===== src/rtl/core/sbst_pkg.sv =====
package sbst_pkg;

   localparam int unsigned AXES      = 3;
   localparam int unsigned DIV_STEPS = 17;
   localparam int unsigned STAGES    = DIV_STEPS + 2;
   localparam int unsigned FRAC_W    = 17;
   localparam int unsigned Q_W       = 19;
   localparam int unsigned NUM_W     = 34;
   localparam int unsigned DEN_W     = 33;

   localparam logic signed [Q_W-1:0]  Q_NEG_SAT = -19'sd1;
   localparam logic signed [Q_W-1:0]  Q_POS_SAT = 19'sd65537;
   localparam logic signed [Q_W-1:0]  Q_ZERO    = 19'sd0;
   localparam logic signed [Q_W-1:0]  Q_ONE     = 19'sd65536;
   localparam logic [FRAC_W-1:0]      FRAC_ONE  = 17'h10000;

   typedef struct packed {
      logic                  zero;
      logic                  in_slab;
      logic signed [Q_W-1:0] qa;
      logic signed [Q_W-1:0] qb;
   } axis_res_type;

endpackage


===== src/rtl/core/sbst_div.sv =====
module sbst_div (
   input  logic                                  clock,
   input  logic [sbst_pkg::DIV_STEPS-1:0]        en,
   input  logic signed [sbst_pkg::NUM_W-1:0]     num,
   input  logic [sbst_pkg::DEN_W-1:0]            den,
   output logic signed [sbst_pkg::Q_W-1:0]       quot
);

   localparam int unsigned S  = sbst_pkg::DIV_STEPS;
   localparam int unsigned NW = sbst_pkg::NUM_W;
   localparam int unsigned DW = sbst_pkg::DEN_W;
   localparam int unsigned FW = sbst_pkg::FRAC_W;

   logic [NW-1:0] rem_ff [S];
   logic [DW-1:0] den_ff [S];
   logic [FW-1:0] q_ff   [S];
   logic          neg_ff [S];
   logic          big_ff [S];

   for (genvar k = 0; k < S; k++) begin : g_step
      logic [NW-1:0] rem_prev;
      logic [DW-1:0] den_prev;
      logic [FW-1:0] q_prev;
      logic          neg_prev;
      logic          big_prev;
      logic [NW-1:0] trial;
      logic          take;
      logic [NW-1:0] rem_in;
      logic [FW-1:0] q_in;

      if (k == 0) begin : g_first
         always_comb begin
            rem_prev = num;
            den_prev = den;
            q_prev   = '0;
            neg_prev = num[NW-1];
            big_prev = {1'b0, num} >= {1'b0, den, 1'b0};
            trial    = rem_prev;
         end
      end else begin : g_next
         always_comb begin
            rem_prev = rem_ff[k-1];
            den_prev = den_ff[k-1];
            q_prev   = q_ff[k-1];
            neg_prev = neg_ff[k-1];
            big_prev = big_ff[k-1];
            trial    = {rem_prev[NW-2:0], 1'b0};
         end
      end

      always_comb begin
         take   = trial >= {1'b0, den_prev};
         rem_in = take ? trial - {1'b0, den_prev} : trial;
         q_in   = {q_prev[FW-2:0], take};
      end

      always_ff @(posedge clock) begin
         if (en[k]) begin
            rem_ff[k] <= rem_in;
            den_ff[k] <= den_prev;
            q_ff[k]   <= q_in;
            neg_ff[k] <= neg_prev;
            big_ff[k] <= big_prev;
         end
      end
   end

   always_comb begin
      if (neg_ff[S-1])
         quot = sbst_pkg::Q_NEG_SAT;
      else if (big_ff[S-1] || $signed({2'b00, q_ff[S-1]}) > sbst_pkg::Q_POS_SAT)
         quot = sbst_pkg::Q_POS_SAT;
      else
         quot = $signed({2'b00, q_ff[S-1]});
   end

endmodule


===== src/rtl/core/sbst_axis.sv =====
module sbst_axis (
   input  logic                              clock,
   input  logic [sbst_pkg::DIV_STEPS:0]      en,
   input  logic signed [31:0]                box_min,
   input  logic signed [31:0]                box_max,
   input  logic signed [31:0]                start,
   input  logic signed [31:0]                stop,
   output sbst_pkg::axis_res_type            res
);

   localparam int unsigned S  = sbst_pkg::DIV_STEPS;
   localparam int unsigned NW = sbst_pkg::NUM_W;
   localparam int unsigned DW = sbst_pkg::DEN_W;

   logic signed [DW-1:0] d_w;
   logic signed [NW-1:0] a_w;
   logic signed [NW-1:0] b_w;
   logic signed [NW-1:0] d_neg_w;

   logic signed [NW-1:0] na_in, nb_in;
   logic [DW-1:0]        den_in;
   logic                 zero_in, inside_in;

   logic signed [NW-1:0] na_ff, nb_ff;
   logic [DW-1:0]        den_ff;
   logic                 zero_ff [S+1];
   logic                 inside_ff [S+1];

   always_comb begin
      d_w       = DW'(stop) - DW'(start);
      a_w       = NW'(box_min) - NW'(start);
      b_w       = NW'(box_max) - NW'(start);
      d_neg_w   = -NW'(d_w);
      zero_in   = d_w == '0;
      inside_in = (box_min <= start) && (start <= box_max);
      if (d_w[DW-1]) begin
         na_in  = -a_w;
         nb_in  = -b_w;
         den_in = d_neg_w[DW-1:0];
      end else begin
         na_in  = a_w;
         nb_in  = b_w;
         den_in = d_w;
      end
   end

   always_ff @(posedge clock) begin
      if (en[0]) begin
         na_ff        <= na_in;
         nb_ff        <= nb_in;
         den_ff       <= den_in;
         zero_ff[0]   <= zero_in;
         inside_ff[0] <= inside_in;
      end
   end

   for (genvar k = 1; k <= S; k++) begin : g_flag
      always_ff @(posedge clock) begin
         if (en[k]) begin
            zero_ff[k]   <= zero_ff[k-1];
            inside_ff[k] <= inside_ff[k-1];
         end
      end
   end

   sbst_div u_div_a (
      .clock (clock),
      .en    (en[S:1]),
      .num   (na_ff),
      .den   (den_ff),
      .quot  (res.qa)
   );

   sbst_div u_div_b (
      .clock (clock),
      .en    (en[S:1]),
      .num   (nb_ff),
      .den   (den_ff),
      .quot  (res.qb)
   );

   assign res.zero    = zero_ff[S];
   assign res.in_slab = inside_ff[S];

endmodule


===== config.mk =====
export PLATFORM = sky130hd
export DESIGN_NAME = sbst_axis
export DESIGN_NICKNAME = d
export VERILOG_FILES = /design/src/rtl/core/sbst_pkg.sv /design/src/rtl/core/sbst_div.sv /design/src/rtl/core/sbst_axis.sv
export SDC_FILE = /design/constraint.sdc
export NUM_CORES = 2
export LEC_CHECK = 0
export BUFFER_PORTS_ARGS = -buffer_cell sky130_fd_sc_hd__buf_2
export CAP_MARGIN = 20
export CORE_ASPECT_RATIO = 0.6
export CORE_MARGIN = 1.5
export CORE_UTILIZATION = 35
export CTS_BUF_LIST = sky130_fd_sc_hd__clkbuf_8
export CTS_CLUSTER_DIAMETER = 30
export DETAILED_ROUTE_END_ITERATION = 8
export PLACE_DENSITY = 0.55
export SYNTH_ARGS = -nofsm -noshare
export SYNTH_HDL_FRONTEND = slang
export SYNTH_SLANG_ARGS = --single-unit

===== constraint.sdc =====
create_clock -name clock -period 5 [get_ports clock]
set_input_delay 0.5 -clock clock [delete_from_list [all_inputs] [get_ports clock]]
set_output_delay 0.5 -clock clock [all_outputs]
set_load 0.05 [all_outputs]

==> summary.md <==
| Metric | Value |
|---|---|
| Die height | `489 microns` |
| Startpoint types | `flip-flop` |
| Gpl congestion | `0.990` |
| # clock sinks | `2095` |
| GRT Overall Usage | `0.222` |
| HP Start | `stop[4]` |
| Vias in the first global route | `94200` |
| Final nets | `15300` |
| Initial antenna violation count | `20` |
| Cell taking the most area after synthesis | `edfxtp_1` |
| Worst Skew | `134 ps` |
| Hold Fails Final Rpt | `0` |
| Placed cell count | `18600` |
| Skew-Pair Late Insertion Delay | `1130 ps` |
| Avg Cell Area, Syn | `10.6 sq um` |
| Worst hold path type | `in -> reg` |
| RSZ-0062 raised after global routing | `false` |
| Die Wd | `814 microns` |
| Async SR Flop Fraction | `0` |
| CTS buffer count | `423` |
| Cell count after synthesis | `13000` |
| Synth Cell Area | `138000 sq um` |
| Count of different cell masters after synthesis | `101` |
| Slew margin rel. | `0.225` |
| Crit path arrival time | `5780 ps` |
| Final setup TNS | `0 ps` |
| Actual slew at the worst max-slew pin | `1150 ps` |
| Outcome | `completed` |
| CTS tree | `done` |
| DR vias/cell | `5.51` |
| Clock Tree Root | `clkbuf_8` |
| Synth area leaders | `edfxtp_1 46%, ha_1 12%, mux2_2 4.2%` |
| DRT Wirelength | `459 mm` |
| Clock transition at path regs | `70 ps` |
| Die area | `398000 sq um` |
| Synth-to-layout area growth | `14.4%` |
| PortBufs | `186` |
| Starting Density | `0.352` |
| Hold Slack | `121 ps` |
| Area share of the largest cell type after synthesis | `0.456` |
| RR Startpoint | `u_div_a.den_ff[0][331]$_DFFE_PP_` |
| EDFF count, synth | `2095` |
| Largest net degree at the start of global routing | `124` |
| #FFs+latches synth | `2095` |
| Grt ovf | `0` |
| H-tree depth | `5` |
| Yosys warnings | `0` |
| Pwr/cell area | `721 nW/um^2` |
| Worst vdd ir | `293 uV` |
| Final Cycle Share | `0.986` |
| Fraction of layout cells with a size suffix above 1 | `0.135` |
| DRT antenna net count | `0` |
| Setup bufs post-CTS | `0` |
| Overall via count from detail_route | `107000` |
| Crit path launch | `u_div_a.den_ff[0][331]$_DFFE_PP_` |
| Post-DP HPWL | `372 mm` |
| Initial DRC Count | `14100` |
| Setup crit end kind | `flip-flop` |
| Synth Flop Type | `edfxtp_1` |
| First-pass iteration count of the detailed router | `9` |
| Num rows | `178` |
| IO Count | `187` |
| Max_cap viols | `0` |
| Final cell count without fillers | `19400` |
| Sequential area share after synthesis | `0.456` |
| WL/cell | `23.6 microns` |
| DRC viols | `0` |
| Final Critical Period | `4930 ps` |
| Max Buffers Root-to-Sink | `4` |
| Crit path kind | `reg -> reg` |
| Mapped Nets | `14500` |
| Worst-path maximum fanout | `4` |
| Core box area | `392000 sq um` |
| WP data required | `5850 ps` |
| P_leak | `0.0652 uW` |
| First-pass GRT wire length | `660 mm` |
| Setup violators final | `0` |
| Pins Over Slew Limit | `0` |
| FMAX | `0.203 GHz` |
==> worst max-delay path: stages (launching register included) <==
cell,delay [ps]
edfxtp_1,470
inv_1,100
ha_1,310
nor2b_1,130
o21ai_0,420
a21oi_1,200
o31ai_1,400
a21oi_1,360
a21o_1,330
a2111oi_0,690
o21ai_0,210
buf_4,210
a311oi_1,330
mux2_2,370
o21ai_0,140
==> power breakdown <==
| group | internal (uW) | switching, uW | leakage [uW] | total, uW |
|---|---|---|---|---|
| Combinational | 26300 | 36700 | 0.0401 | 63000 |
| Sequential | 28500 | 3770 | 0.0205 | 32300 |
| Clock | 10000 | 8520 | 0.00459 | 18500 |
==> worst paths after layout <==
path / endpoint / slack, ps / cells after the start
min: den_ff[5]$_DFFE_PP_ / 120 / 5
min reg2reg: u_div_a.den_ff[0][454]$_DFFE_PP_ / 390 / 0
max reg2reg: u_div_b.rem_ff[0][405]$_DFFE_PP_ / 70 / 14
max: u_div_b.rem_ff[0][405]$_DFFE_PP_ / 70 / 14
==> cells by family (layout without fill, tap and decap cells) <==
family | Yosys count | after routing | synth area share
other cells | 0 | 20 | 0
compound gates | 3668 | 3668 | 0.169
simple gates | 3146 | 3146 | 0.111
fa+ha+maj | 1323 | 1323 | 0.122
flops | 2095 | 2095 | 0.456
mux | 552 | 552 | 0.0447
buf+inv | 1191 | 2360 | 0.0327
xor+xnor | 1030 | 1030 | 0.0654
==> what timing repair did <==
action / CTS / global route
gates resized for setup: 1 / 4
endpoints found under the hold margin: 683 / 0
endpoints found under the setup margin: 1 / 57
hold buffers: 32 / 0
==> cells in the final DEF, fill, tap and decap left out, types with 198 or more instances in the layout <==
cell      netlist  layout
nand2b_1      198     198
nand3_1       252     252
nor2b_1       207     207
inv_1         916     991
o21ai_0       917     915
a21o_1        666     665
clkbuf_8        0     426
ha_1         1288    1288
nor3_1        210     207
xor2_1        427     427
buf_4           4     399
xnor2_1       603     603
edfxtp_1     2095    2095
a21oi_1       959     954
nor2_1        728     728
mux2_2        511     511
nand2_1       910     910
==> metal layers <==
layer / up-vias / wire [microns] / track usage
met5: - / 74 / 0
met4: 12 / 4990 / 0.0295
met3: 407 / 67600 / 0.0935
met2: 4906 / 129000 / 0.211
met1: 51300 / 257000 / 0.407
li1: 50300 / - / -
==> state kept, by name, summed over array words and instances, names as in the netlist, 18 cells and up <==
name	flops
den_ff	33
inside_ff	18
na_ff	34
nb_ff	34
u_div_a.den_ff	396
u_div_a.q_ff	153
u_div_a.rem_ff	528
u_div_b.den_ff	132
u_div_b.q_ff	153
u_div_b.rem_ff	528
zero_ff	18
==> layout make-up <==
class                   count  area, sq um
diodes                     20         50.0
clock buffers             426         5860
clock inverters           354         2870
fillers                 37900       234000
inverters                 918         3450
multi-input cells        9719        71000
flip-flops and latches   2095        62900
well taps                5220         6530
repair buffers            662         5320
==> Yosys cell counts, types with 22 or more instances <==
library cell	instances
and3_1	109
a21o_1	666
a21oi_1	959
o21bai_1	140
nand2_1	910
mux2i_1	41
inv_1	916
o31a_1	23
and2_1	78
a21boi_0	49
edfxtp_1	2095
ha_1	1288
o31ai_1	107
a31oi_1	122
nor2b_1	207
clkbuf_1	230
buf_2	22
nand4_1	169
a2111oi_0	23
xor2_1	427
xnor2_1	603
and4_1	30
fa_1	35
mux2_2	511
or3_1	64
nor2_1	728
o21a_1	179
nand2b_1	198
or2_2	42
a211o_1	32
a221oi_1	32
nor4_1	56
o211ai_1	49
a211oi_1	97
o21ai_0	917
nand3_1	252
nor3_1	210
==> stage by stage <==
stage	power (uW)	instance area [sq um]	util	setup slack [ps]
after floorplan	72300	138000	-	859
after global placement	92600	149000	0.379	49.4
after detailed placement	92800	149000	0.379	86.7
after CTS	112000	158000	0.403	169
after global routing	121000	158000	0.403	30.3
final	114000	158000	0.403	72.0
No activity file was read; power rests on OpenSTA's default activity.
