## src/rtl/core/sbst_pkg.sv

```systemverilog
package sbst_pkg;

   localparam int unsigned AXES      = 3;
   localparam int unsigned DIV_STEPS = 17;
   localparam int unsigned STAGES    = DIV_STEPS + 2;
   localparam int unsigned FRAC_W    = 17;
   localparam int unsigned Q_W       = 19;
   localparam int unsigned NUM_W     = 34;
   localparam int unsigned DEN_W     = 33;

   localparam logic signed [Q_W-1:0]  Q_NEG_SAT = -19'sd1;
   localparam logic signed [Q_W-1:0]  Q_POS_SAT = 19'sd65537;
   localparam logic signed [Q_W-1:0]  Q_ZERO    = 19'sd0;
   localparam logic signed [Q_W-1:0]  Q_ONE     = 19'sd65536;
   localparam logic [FRAC_W-1:0]      FRAC_ONE  = 17'h10000;

   typedef struct packed {
      logic                  zero;
      logic                  in_slab;
      logic signed [Q_W-1:0] qa;
      logic signed [Q_W-1:0] qb;
   } axis_res_type;

endpackage

```

## src/rtl/core/sbst_merge.sv

```systemverilog
module sbst_merge (
   input  logic                                        clock,
   input  logic                                        en,
   input  sbst_pkg::axis_res_type [sbst_pkg::AXES-1:0] axis,
   output logic                                        hit,
   output logic [sbst_pkg::FRAC_W-1:0]                 entry_fraction,
   output logic [sbst_pkg::FRAC_W-1:0]                 exit_fraction
);

   localparam int unsigned QW = sbst_pkg::Q_W;
   localparam int unsigned FW = sbst_pkg::FRAC_W;

   logic signed [QW-1:0] lo, hi, qlo, qhi;
   logic                 ok;
   logic                 hit_in;
   logic [FW-1:0]        entry_in, exit_in;
   logic                 hit_ff;
   logic [FW-1:0]        entry_ff, exit_ff;

   always_comb begin
      lo = sbst_pkg::Q_ZERO;
      hi = sbst_pkg::Q_ONE;
      ok = 1'b1;
      for (int i = 0; i < int'(sbst_pkg::AXES); i++) begin
         qlo = (axis[i].qa > axis[i].qb) ? axis[i].qb : axis[i].qa;
         qhi = (axis[i].qa > axis[i].qb) ? axis[i].qa : axis[i].qb;
         if (axis[i].zero) begin
            if (!axis[i].in_slab)
               ok = 1'b0;
         end else begin
            if (qhi < lo || qlo > hi)
               ok = 1'b0;
            if (qlo > lo)
               lo = qlo;
            if (qhi < hi)
               hi = qhi;
            if (lo > hi)
               ok = 1'b0;
         end
      end
      hit_in = ok && (lo < sbst_pkg::Q_ONE);
      if (lo < sbst_pkg::Q_ZERO)
         entry_in = '0;
      else if (lo > sbst_pkg::Q_ONE)
         entry_in = sbst_pkg::FRAC_ONE;
      else
         entry_in = lo[FW-1:0];
      if (hi < sbst_pkg::Q_ZERO)
         exit_in = '0;
      else if (hi > sbst_pkg::Q_ONE)
         exit_in = sbst_pkg::FRAC_ONE;
      else
         exit_in = hi[FW-1:0];
   end

   always_ff @(posedge clock) begin
      if (en) begin
         hit_ff   <= hit_in;
         entry_ff <= entry_in;
         exit_ff  <= exit_in;
      end
   end

   assign hit            = hit_ff;
   assign entry_fraction = entry_ff;
   assign exit_fraction  = exit_ff;

endmodule

```

## config.mk

```make
export PLATFORM = sky130hd
export DESIGN_NAME = sbst_merge
export DESIGN_NICKNAME = d
export VERILOG_FILES = /design/src/rtl/core/sbst_pkg.sv /design/src/rtl/core/sbst_merge.sv
export SDC_FILE = /design/constraint.sdc
export NUM_CORES = 1
export LEC_CHECK = 0
export ABC_AREA = 0
export BUFFER_PORTS_ARGS = -buffer_cell sky130_fd_sc_hd__buf_2
export CAP_MARGIN = 40
export CORE_MARGIN = 1
export CORE_UTILIZATION = 41
export DETAILED_ROUTE_END_ITERATION = 10
export PLACE_DENSITY_LB_ADDON = 0.12
export SLEW_MARGIN = 20
export SYNTH_ARGS = -nofsm -noshare
export SYNTH_HDL_FRONTEND = slang
export SYNTH_SLANG_ARGS = --single-unit
```

## constraint.sdc

```tcl
create_clock -name clock -period 14.4 [get_ports clock]
set_input_delay 1.44 -clock clock [delete_from_list [all_inputs] [get_ports clock]]
set_output_delay 1.44 -clock clock [all_outputs]
set_load 0.02 [all_outputs]
```

==> flow_metrics.env, run 1 <==
export IMPL_most_used_flip_flop_cell_after_synthesis="sky130_fd_sc_hd__edfxtp_1"
export IMPL_netlist_area_mm2=0.0115
export IMPL_gp_congestion=1.01
export IMPL_grt_pass1_vias=11900
export IMPL_width_of_the_die_um=170
export IMPL_floorplan_die_area_mm2=0.0288
export IMPL_critical_path_endpoint_type="register"
export IMPL_rsz0062_at_grt="no"
export IMPL_initial_core_util_pct=42.3
export IMPL_power_switching_fraction_pct=54.3
export IMPL_fmax_mhz=78.8
export IMPL_max_slew_margin_rel_pct=39.8
export IMPL_antenna_violating_nets_post_route=0
export IMPL_cts_tree="built"
export IMPL_detailedPlacementHpwl_um=40100
export IMPL_min_period_ps=12690
export IMPL_placement_rows=60
export IMPL_routed_wire_length_per_instance_um=22.8
export IMPL_cpMaxStageDelayCell="sky130_fd_sc_hd__a2111oi_1"
export IMPL_critical_path_arrival_ps=12790
export IMPL_outcome="finished clean"
export IMPL_postCtsSetupRepairBufs=0
export IMPL_synth_yosys_seq_area_share_pct=9.13
export IMPL_critPathMaxStageDelay_ps=810
export IMPL_vias=12500
export IMPL_report_final_slew_viol_count=0
export IMPL_post_synth_main_area_contributors="sky130_fd_sc_hd__ha_1, sky130_fd_sc_hd__edfxtp_1, sky130_fd_sc_hd__mux2i_1, sky130_fd_sc_hd__a21oi_1, sky130_fd_sc_hd__o21ai_0"
export IMPL_worst_path_dominant_cell_family="compound AO/OA/AOI/OAI gates"
export IMPL_die_h_um=170
export IMPL_syn_avg_cell_area_um2=7.51
export IMPL_startpoint_type="primary input"
export IMPL_path_class="in2reg"
export IMPL_drc=0
export IMPL_timing_critical_path_buf_inv=5
export IMPL_numPortBuffers=156
export IMPL_fin_setup_tns_ps=0
export IMPL_share_of_the_clock_period_used_by_the_worst_path_pct=88.1
export IMPL_synthesis_instances=1533
export IMPL_vdd_ir_drop_worst_v=0.0000643
export IMPL_drt_pre_antenna_iters=5
export IMPL_clock_sinks=35
export IMPL_crit_fanout=22
export IMPL_number_of_flops_mapped_to_enable_cells_by_yosys=35
export IMPL_placeable_core_region_mm2=0.0273
export IMPL_design_portCount=157
export IMPL_first_pass_grt_wire_length_um=70400
export IMPL_h_tree_depth=2
export IMPL_internal_power_uw=672
export IMPL_synth_cell_type_count=86
export IMPL_cts_buffers_inserted=5
export IMPL_postSynthRegisterBits=35
export IMPL_power_switching_uw=798
export IMPL_p_per_area_mw_per_mm2=112
export IMPL_min_to="exit_fraction[13]"
export IMPL_hold_ws_ps=1470
export IMPL_antenna_found_initial=2
export IMPL_route_detailed_vias_per_inst=6.05
export IMPL_post_synth_top_area_cell="sky130_fd_sc_hd__ha_1"
export IMPL_clock_power_share_pct=7.4
export IMPL_fin_nets=2078
export IMPL_finalHoldViolCount=0
export IMPL_synth_warnings=0
export IMPL_clkTransAtPathRegs_ps=70
export IMPL_hold_depth=1
export IMPL_setup_violations_final=0
export IMPL_n_antenna_cell=0
export IMPL_worst_ep_required_time_ps=14500
export IMPL_cts_repair_resized=0
export IMPL_post_synth_most_frequent_cells="sky130_fd_sc_hd__ha_1, sky130_fd_sc_hd__nor2_1, sky130_fd_sc_hd__a21oi_1, sky130_fd_sc_hd__nand2_1, sky130_fd_sc_hd__inv_1"
export IMPL_seqPwrFrac_pct=9.4
export IMPL_drive_above_1_share_pct=17.3
export IMPL_grt_total_usage_pct=32.6
export IMPL_worst_pin_slew_ps=900
export IMPL_drv_cap=0
export IMPL_min_from="en"
export IMPL_cts_hold_buffers_added=0
export IMPL_p_leak_uw=0.00627
export IMPL_netlist_area_leader_share_pct=27.9
export IMPL_root_cell_of_the_clock_tree="sky130_fd_sc_hd__clkbuf_16"
export IMPL_clock_path_buffers=2
export IMPL_fill_cells=2792
export IMPL_drt_first_iter_violations=1019
export IMPL_wl_um=47300
export IMPL_synthMostInstantiatedCell="sky130_fd_sc_hd__ha_1"
export IMPL_gr_total_overflow=0
export IMPL_pwr_share_comb_pct=83.2
export IMPL_worst_hold_path_type="in2reg"
export IMPL_grt_max_degree=37
export IMPL_async_set_or_reset_flop_fraction_in_the_synthesized_netlist_pct=0
export IMPL_areaGrowthSynthToFinish_pct=14.1
==> stage by stage <==
stage | setup WS, ps | area (um^2) | utilization [%] | power (uW) | cells
after floorplan | 1940 | 11500 | - | 961 | 1534
after global placement | 1860 | 12900 | 47.4 | 1320 | 2056
after detailed placement | 1600 | 13000 | 47.6 | 1330 | 2062
after CTS | 1890 | 13100 | 48.1 | 1440 | 2069
after global routing | 1010 | 13100 | 48.2 | 1600 | 2071
final | 1710 | 13100 | 48.2 | 1470 | 2071
==> cell type report <==
class,instances,area (um^2),share of cell area [%]
Clock buffer,5,125,0.952
Timing Repair Buffer,213,1240,9.40
Tap cell,372,465,3.54
Multi-Input combinational cell,1318,9790,74.4
Inverter,126,473,3.60
Sequential cell,35,1050,8.00
Clock inverter,2,8.76,0.0666
==> flip-flops by register name, indices dropped and copies added, names as in the netlist <==
| signal | cells |
|---|---|
| exit_fraction | 17 |
| entry_fraction | 17 |
| hit | 1 |
==> power groups by stage <==
| stage | sequential [uW] | combinational [uW] | clock (uW) |
|---|---|---|---|
| finish | 139 | 1220 | 108 |
| global route | 140 | 1350 | 115 |
| CTS | 139 | 1200 | 109 |
| detailed placement | 141 | 1190 | 0 |
| global placement | 141 | 1180 | 0 |
| floorplan | 163 | 798 | 0 |
==> layout by cell type, fill, tap and decap left out, drive strengths merged, types with 4 or more instances in the layout <==
cell type / count
and4: 10
mux2: 31
a211oi: 22
mux2i: 80
nand2: 129
a41oi: 5
ha: 257
o21ai: 125
a2111oi: 9
and2: 14
o21a: 26
a21o: 42
nor3: 32
a31oi: 13
nand2b: 18
buf: 213
a211o: 6
a21oi: 130
nor4: 24
inv: 125
nand3: 26
nor2: 131
edfxtp: 35
nand4: 50
a31o: 4
nor2b: 35
clkbuf: 5
o31ai: 4
a21boi: 4
o211ai: 11
or2: 19
==> cell families (layout without fill, tap and decap cells) <==
kind of cell | count (synthesis) | after routing | share of synthesized area, %
flip-flops | 35 | 35 | 9.13
buffers and inverters | 181 | 346 | 6.26
AND/OR/NAND/NOR | 508 | 508 | 22.1
adder cells (fa/ha/maj) | 260 | 260 | 28.2
other | 2 | 3 | 0.0652
multiplexers | 111 | 111 | 10.0
AO/OA/AOI/OAI | 434 | 434 | 24.0
XOR/XNOR | 2 | 2 | 0.152
==> routing by layer <==
metal,global-route usage [%],part of all wire (%),up-vias
met1,43.8,45,5906
met2,52.7,44,521
met4,8.34,2.4,0
met3,6.83,8.4,73
li1,-,-,6039
met5,0,0,-
==> worst max-delay path by stage <==
stage             start   to  slack [ps]  depth (start not counted)
2_1_floorplan  axis[18]  hit        1940                         57
4_1_cts        axis[18]  hit        1890                         46
6_report       axis[18]  hit        1710                         38
5_1_grt        axis[18]  hit        1010                         45
3_5_place_dp   axis[18]  hit        1600                         46
3_3_place_gp   axis[18]  hit        1860                         50
No activity file was read; power rests on OpenSTA's default activity.
==> inputs of run 2 (changes only) <==
Settings changed: CORE_UTILIZATION 41 to 45.
==> run 2 against run 1 <==
  * Utilization grew 3.6 points
  * Via count shrank 1.5%
  * Clock-buffer cell count is the same
  * Die area shrank 8.8%
  * First-iteration DRC count shrank 16%
  * Cell count shrank 2.5%
==> flow_metrics.env, run 2 (synthesis results as in run 1) <==
export IMPL_fmax_mhz=79.3
export IMPL_share_of_the_clock_period_used_by_the_worst_path_pct=87.6
export IMPL_route_detailed_vias_per_inst=6.12
export IMPL_max_slew_margin_rel_pct=38.7
export IMPL_worst_pin_slew_ps=894
export IMPL_postCtsSetupRepairBufs=0
export IMPL_placement_rows=58
export IMPL_areaGrowthSynthToFinish_pct=12.9
export IMPL_fin_nets=2068
export IMPL_cts_hold_buffers_added=0
export IMPL_p_per_area_mw_per_mm2=112
export IMPL_root_cell_of_the_clock_tree="sky130_fd_sc_hd__clkbuf_16"
export IMPL_detailed_place_area_mm2=0.0128
export IMPL_crit_fanout=24
export IMPL_cts_repair_resized=0
export IMPL_outcome="finished clean"
export IMPL_first_pass_grt_wire_length_um=65500
export IMPL_critPathMaxStageDelay_ps=520
export IMPL_n_antenna_cell=0
export IMPL_grt_max_degree=40
export IMPL_initial_core_util_pct=45.9
export IMPL_grt_total_usage_pct=32.4
export IMPL_die_h_um=162
export IMPL_gr_total_overflow=0
export IMPL_grt_pass1_vias=11800
export IMPL_clock_sinks=35
export IMPL_critical_path_arrival_ps=12720
export IMPL_width_of_the_die_um=162
export IMPL_gp_congestion=0.999
export IMPL_critical_path_endpoint="hit"
export IMPL_postLayoutSetupSlackWorst_ps=1790
export IMPL_hold_ws_ps=1480
export IMPL_floorplan_die_area_mm2=0.0262
export IMPL_worstSetupStartpoint="axis[18]"
export IMPL_clkTransAtPathRegs_ps=70
export IMPL_antenna_violating_nets_post_route=0
export IMPL_power_switching_fraction_pct=54.0
export IMPL_path_common_cell="sky130_fd_sc_hd__a21o_1"
export IMPL_pwr_share_comb_pct=82.9
export IMPL_path_class="in2reg"
export IMPL_vias=12400
export IMPL_seqPwrFrac_pct=9.5
export IMPL_rsz0062_at_grt="no"
export IMPL_cts_tree="built"
export IMPL_h_tree_depth=2
export IMPL_critical_path_endpoint_type="register"
export IMPL_drv_cap=0
export IMPL_design_portCount=157
export IMPL_min_period_ps=12610
export IMPL_vdd_ir_drop_worst_v=0.0000565
export IMPL_final_area_mm2=0.0130
export IMPL_most_common_layout_cells="sky130_fd_sc_hd__ha_1, sky130_fd_sc_hd__buf_2, sky130_fd_sc_hd__nor2_1"
export IMPL_worst_ep_required_time_ps=14510
export IMPL_fin_setup_tns_ps=0
export IMPL_setup_violations_final=0
export IMPL_internal_power_uw=668
export IMPL_clock_power_share_pct=7.6
export IMPL_cts_buffers_inserted=5
export IMPL_routed_wire_length_per_instance_um=21.4
export IMPL_antenna_found_initial=0
export IMPL_drc=0
export IMPL_drt_first_iter_violations=861
export IMPL_detailedPlacementHpwl_um=36700
export IMPL_p_leak_uw=0.00622
export IMPL_placeable_core_region_mm2=0.0251
export IMPL_startpoint_type="primary input"
export IMPL_numPortBuffers=156
export IMPL_cpMaxStageDelayCell="sky130_fd_sc_hd__mux2i_1"
export IMPL_post_place_ws_ps=1630
export IMPL_drt_pre_antenna_iters=6
export IMPL_drive_above_1_share_pct=16.8
export IMPL_worst_hold_path_type="in2reg"
export IMPL_report_final_slew_viol_count=0
export IMPL_hold_depth=1
export IMPL_final_common_cell="sky130_fd_sc_hd__ha_1"
export IMPL_clock_path_buffers=2
export IMPL_power_switching_uw=785
export IMPL_finalHoldViolCount=0
export IMPL_wl_um=43200
==> run 2: cell types whose count changed in the layout (fill, tap and decap cells not counted), sizes merged <==
cell | before | now
clkbuf | 5 | 6
buf | 213 | 202
==> run 2: power groups by stage <==
stage | Sequential, uW | Combinational (uW) | Clock [uW]
after floorplan | 163 | 798 | 0
after global placement | 141 | 1160 | 0
after global routing | 140 | 1330 | 113
after detailed placement | 141 | 1170 | 0
after CTS | 139 | 1180 | 112
final | 138 | 1200 | 111
==> run 2: layer usage <==
layer | vias to the layer above | part of all wire (%) | track usage [%] | wire (um)
li1 | 6003 | - | - | -
met1 | 5754 | 41 | 39.1 | 17700
met2 | 479 | 48 | 57.7 | 20800
met3 | 115 | 5.8 | 2.71 | 2500
met4 | 0 | 5.1 | 16.0 | 2220
met5 | - | 0 | 0 | 0
==> run 2: critical path, delay by kind of cell <==
kind	cells	cell delay, ps
simple gates	14	3780
compound gates	20	3750
fa+ha+maj	5	1930
buf+inv	5	920
mux	2	890
==> run 2: how the worst min path moves through the flow <==
stage | start | slack (ps) | end
after detailed placement | entry_fraction[15] | 1880 | entry_fraction[15]
final | en | 1480 | entry_fraction[16]
after CTS | axis[119] | 1590 | exit_fraction[16]
after global routing | en | 1510 | exit_fraction[11]
after floorplan | en | 1550 | entry_fraction[0]
after global placement | exit_fraction[10] | 1880 | exit_fraction[10]
==> run 2: metrics by stage <==
step                      cells  util [%]  power, uW
final                      2019      51.8       1450
after global placement     2004      51.0       1300
after CTS                  2015      51.6       1430
after floorplan            1534         -        961
after detailed placement   2008      51.1       1310
after global routing       2019      51.8       1580
==> run 2: cell type report <==
class	count	area, um^2
inverter	126	473
sequential	35	1050
clock buffer	5	125
clock inverter	2	8.76
tap	330	413
timing repair buffer	203	1140
fill	2605	12100
multi-input combinational	1318	9800
==> inputs of run 3 (changes only) <==
Settings changed: RECOVER_POWER from default to 100.
==> run 3 against run 2 <==
  * The flow now finishes with violations (capacitance limit, slew limit)
  * Sequential share of layout area rose by 0.080 points
  * Flip-flop and latch count unchanged
  * Combinational power hardly changed
  * Clock power hardly changed
  * Sequential power about the same
  * Routed wire length grew 0.13%
  * Design area decreased by 0.98%
  * Critical endpoint unchanged
==> flow_metrics.env, run 3 (synthesis results as in run 1) <==
export IMPL_outcome="finished, violations left"
export IMPL_violations="capacitance limit, slew limit"
export IMPL_report_final_slew_viol_count=68
export IMPL_cts_repair_resized=0
export IMPL_worst_pin_slew_ps=1740
export IMPL_fill_cells=2630
export IMPL_p_leak_uw=0.00609
export IMPL_path_class="in2reg"
export IMPL_critical_path_endpoint_type="register"
export IMPL_die_h_um=162
export IMPL_internal_power_uw=660
export IMPL_numPortBuffers=156
export IMPL_fin_nets=2068
export IMPL_drv_cap=2
export IMPL_share_of_the_clock_period_used_by_the_worst_path_pct=91.7
export IMPL_startpoint_type="primary input"
export IMPL_finalNonFillerCells=2019
export IMPL_critical_path_arrival_ps=13320
export IMPL_drt_first_iter_violations=888
export IMPL_worst_path_dominant_cell_family="compound AO/OA/AOI/OAI gates"
export IMPL_seqPwrFrac_pct=9.7
export IMPL_min_period_ps=13210
export IMPL_gr_total_overflow=0
export IMPL_worst_hold_path_type="in2reg"
export IMPL_placed_cells=2008
export IMPL_cts_tree="built"
export IMPL_crit_fanout=34
export IMPL_vdd_ir_drop_worst_v=0.0000559
export IMPL_detailed_place_area_mm2=0.0128
export IMPL_cts_buffers_inserted=5
export IMPL_max_slew_margin_rel_pct=-15.9
export IMPL_placeable_core_region_mm2=0.0251
export IMPL_fmax_mhz=75.7
export IMPL_h_tree_depth=2
export IMPL_n_antenna_cell=0
export IMPL_clock_sinks=35
export IMPL_rsz0062_at_grt="no"
export IMPL_cpMaxStageDelayCell="sky130_fd_sc_hd__a2111oi_0"
export IMPL_areaGrowthSynthToFinish_pct=11.8
export IMPL_detailedPlacementHpwl_um=36700
export IMPL_setup_violations_final=0
export IMPL_clock_power_share_pct=7.7
export IMPL_min_from="en"
export IMPL_antenna_found_initial=0
export IMPL_hold_depth=1
export IMPL_pwr_share_comb_pct=82.7
export IMPL_width_of_the_die_um=162
export IMPL_drive_above_1_share_pct=14.0
export IMPL_vias=12400
export IMPL_grt_pass1_vias=11800
export IMPL_most_common_layout_cells="sky130_fd_sc_hd__ha_1, sky130_fd_sc_hd__nor2_1, sky130_fd_sc_hd__nand2_1"
export IMPL_postCtsSetupRepairBufs=0
export IMPL_clock_path_buffers=2
export IMPL_initial_core_util_pct=45.9
export IMPL_grt_max_degree=40
export IMPL_power_switching_fraction_pct=54.2
export IMPL_routed_wire_length_per_instance_um=21.4
export IMPL_wl_um=43300
export IMPL_route_detailed_vias_per_inst=6.13
export IMPL_timing_critical_path_buf_inv=5
export IMPL_worst_ep_required_time_ps=14510
export IMPL_critPathMaxStageDelay_ps=940
export IMPL_floorplan_die_area_mm2=0.0262
export IMPL_root_cell_of_the_clock_tree="sky130_fd_sc_hd__clkbuf_16"
export IMPL_placement_rows=58
export IMPL_antenna_violating_nets_post_route=0
export IMPL_drc=0
export IMPL_final_area_mm2=0.0129
export IMPL_fin_setup_tns_ps=0
export IMPL_cts_hold_buffers_added=0
export IMPL_clkTransAtPathRegs_ps=70
export IMPL_gp_congestion=0.999
export IMPL_drt_pre_antenna_iters=5
export IMPL_grt_total_usage_pct=32.4
export IMPL_design_portCount=157
export IMPL_min_to="entry_fraction[16]"
export IMPL_power_switching_uw=781
export IMPL_first_pass_grt_wire_length_um=65500
export IMPL_finalHoldViolCount=0
export IMPL_p_per_area_mw_per_mm2=112
export IMPL_final_common_cell="sky130_fd_sc_hd__ha_1"
-- run 3: cell count changes in the layout (fill, tap and decap cells not counted), sizes merged --
cell    delta
clkbuf    +40
buf       -40
-- run 3: metrics by stage --
stage | power [uW] | hold slack [ps] | utilization (%) | worst slack, ps
after floorplan | 961 | 1550 | - | 1940
after global routing | 1570 | 1560 | 51.3 | 536
final | 1440 | 1520 | 51.3 | 1190
after global placement | 1300 | 1880 | 51.0 | 1960
after CTS | 1430 | 1590 | 51.6 | 1940
after detailed placement | 1310 | 1880 | 51.1 | 1630
-- run 3: cell type report --
class | count | area [um^2] | area share (%)
Multi-Input combinational cell | 1318 | 9740 | 75.6
Timing Repair Buffer | 203 | 1070 | 8.30
Sequential cell | 35 | 1050 | 8.16
Inverter | 126 | 473 | 3.67
Tap cell | 330 | 413 | 3.21
Clock buffer | 5 | 125 | 0.971
Clock inverter | 2 | 8.76 | 0.0680
-- run 3: power groups by stage --
stage	Combinational, uW	Sequential (uW)	Clock (uW)
floorplan	798	163	0
global placement	1160	141	0
detailed placement	1170	141	0
CTS	1180	139	112
global route	1310	141	113
finish	1190	139	111
-- run 3: worst max-delay path by stage --
stage,startpoint,end,slack [ps],cells after the start
after floorplan,axis[18],hit,1940,57
after global placement,axis[18],hit,1960,45
after detailed placement,axis[18],hit,1630,45
after CTS,axis[18],hit,1940,45
after global routing,axis[18],hit,540,41
final,axis[18],hit,1190,40
-- run 3: per-layer routing --
| layer | vias up | share of wire, % | wire (um) | global-route usage (%) |
|---|---|---|---|---|
| li1 | 6002 | - | - | - |
| met1 | 5790 | 41 | 17800 | 39.1 |
| met2 | 462 | 48 | 20900 | 57.7 |
| met3 | 113 | 5.7 | 2470 | 2.71 |
| met4 | 0 | 4.9 | 2120 | 16.0 |
| met5 | - | 0 | 0 | 0 |
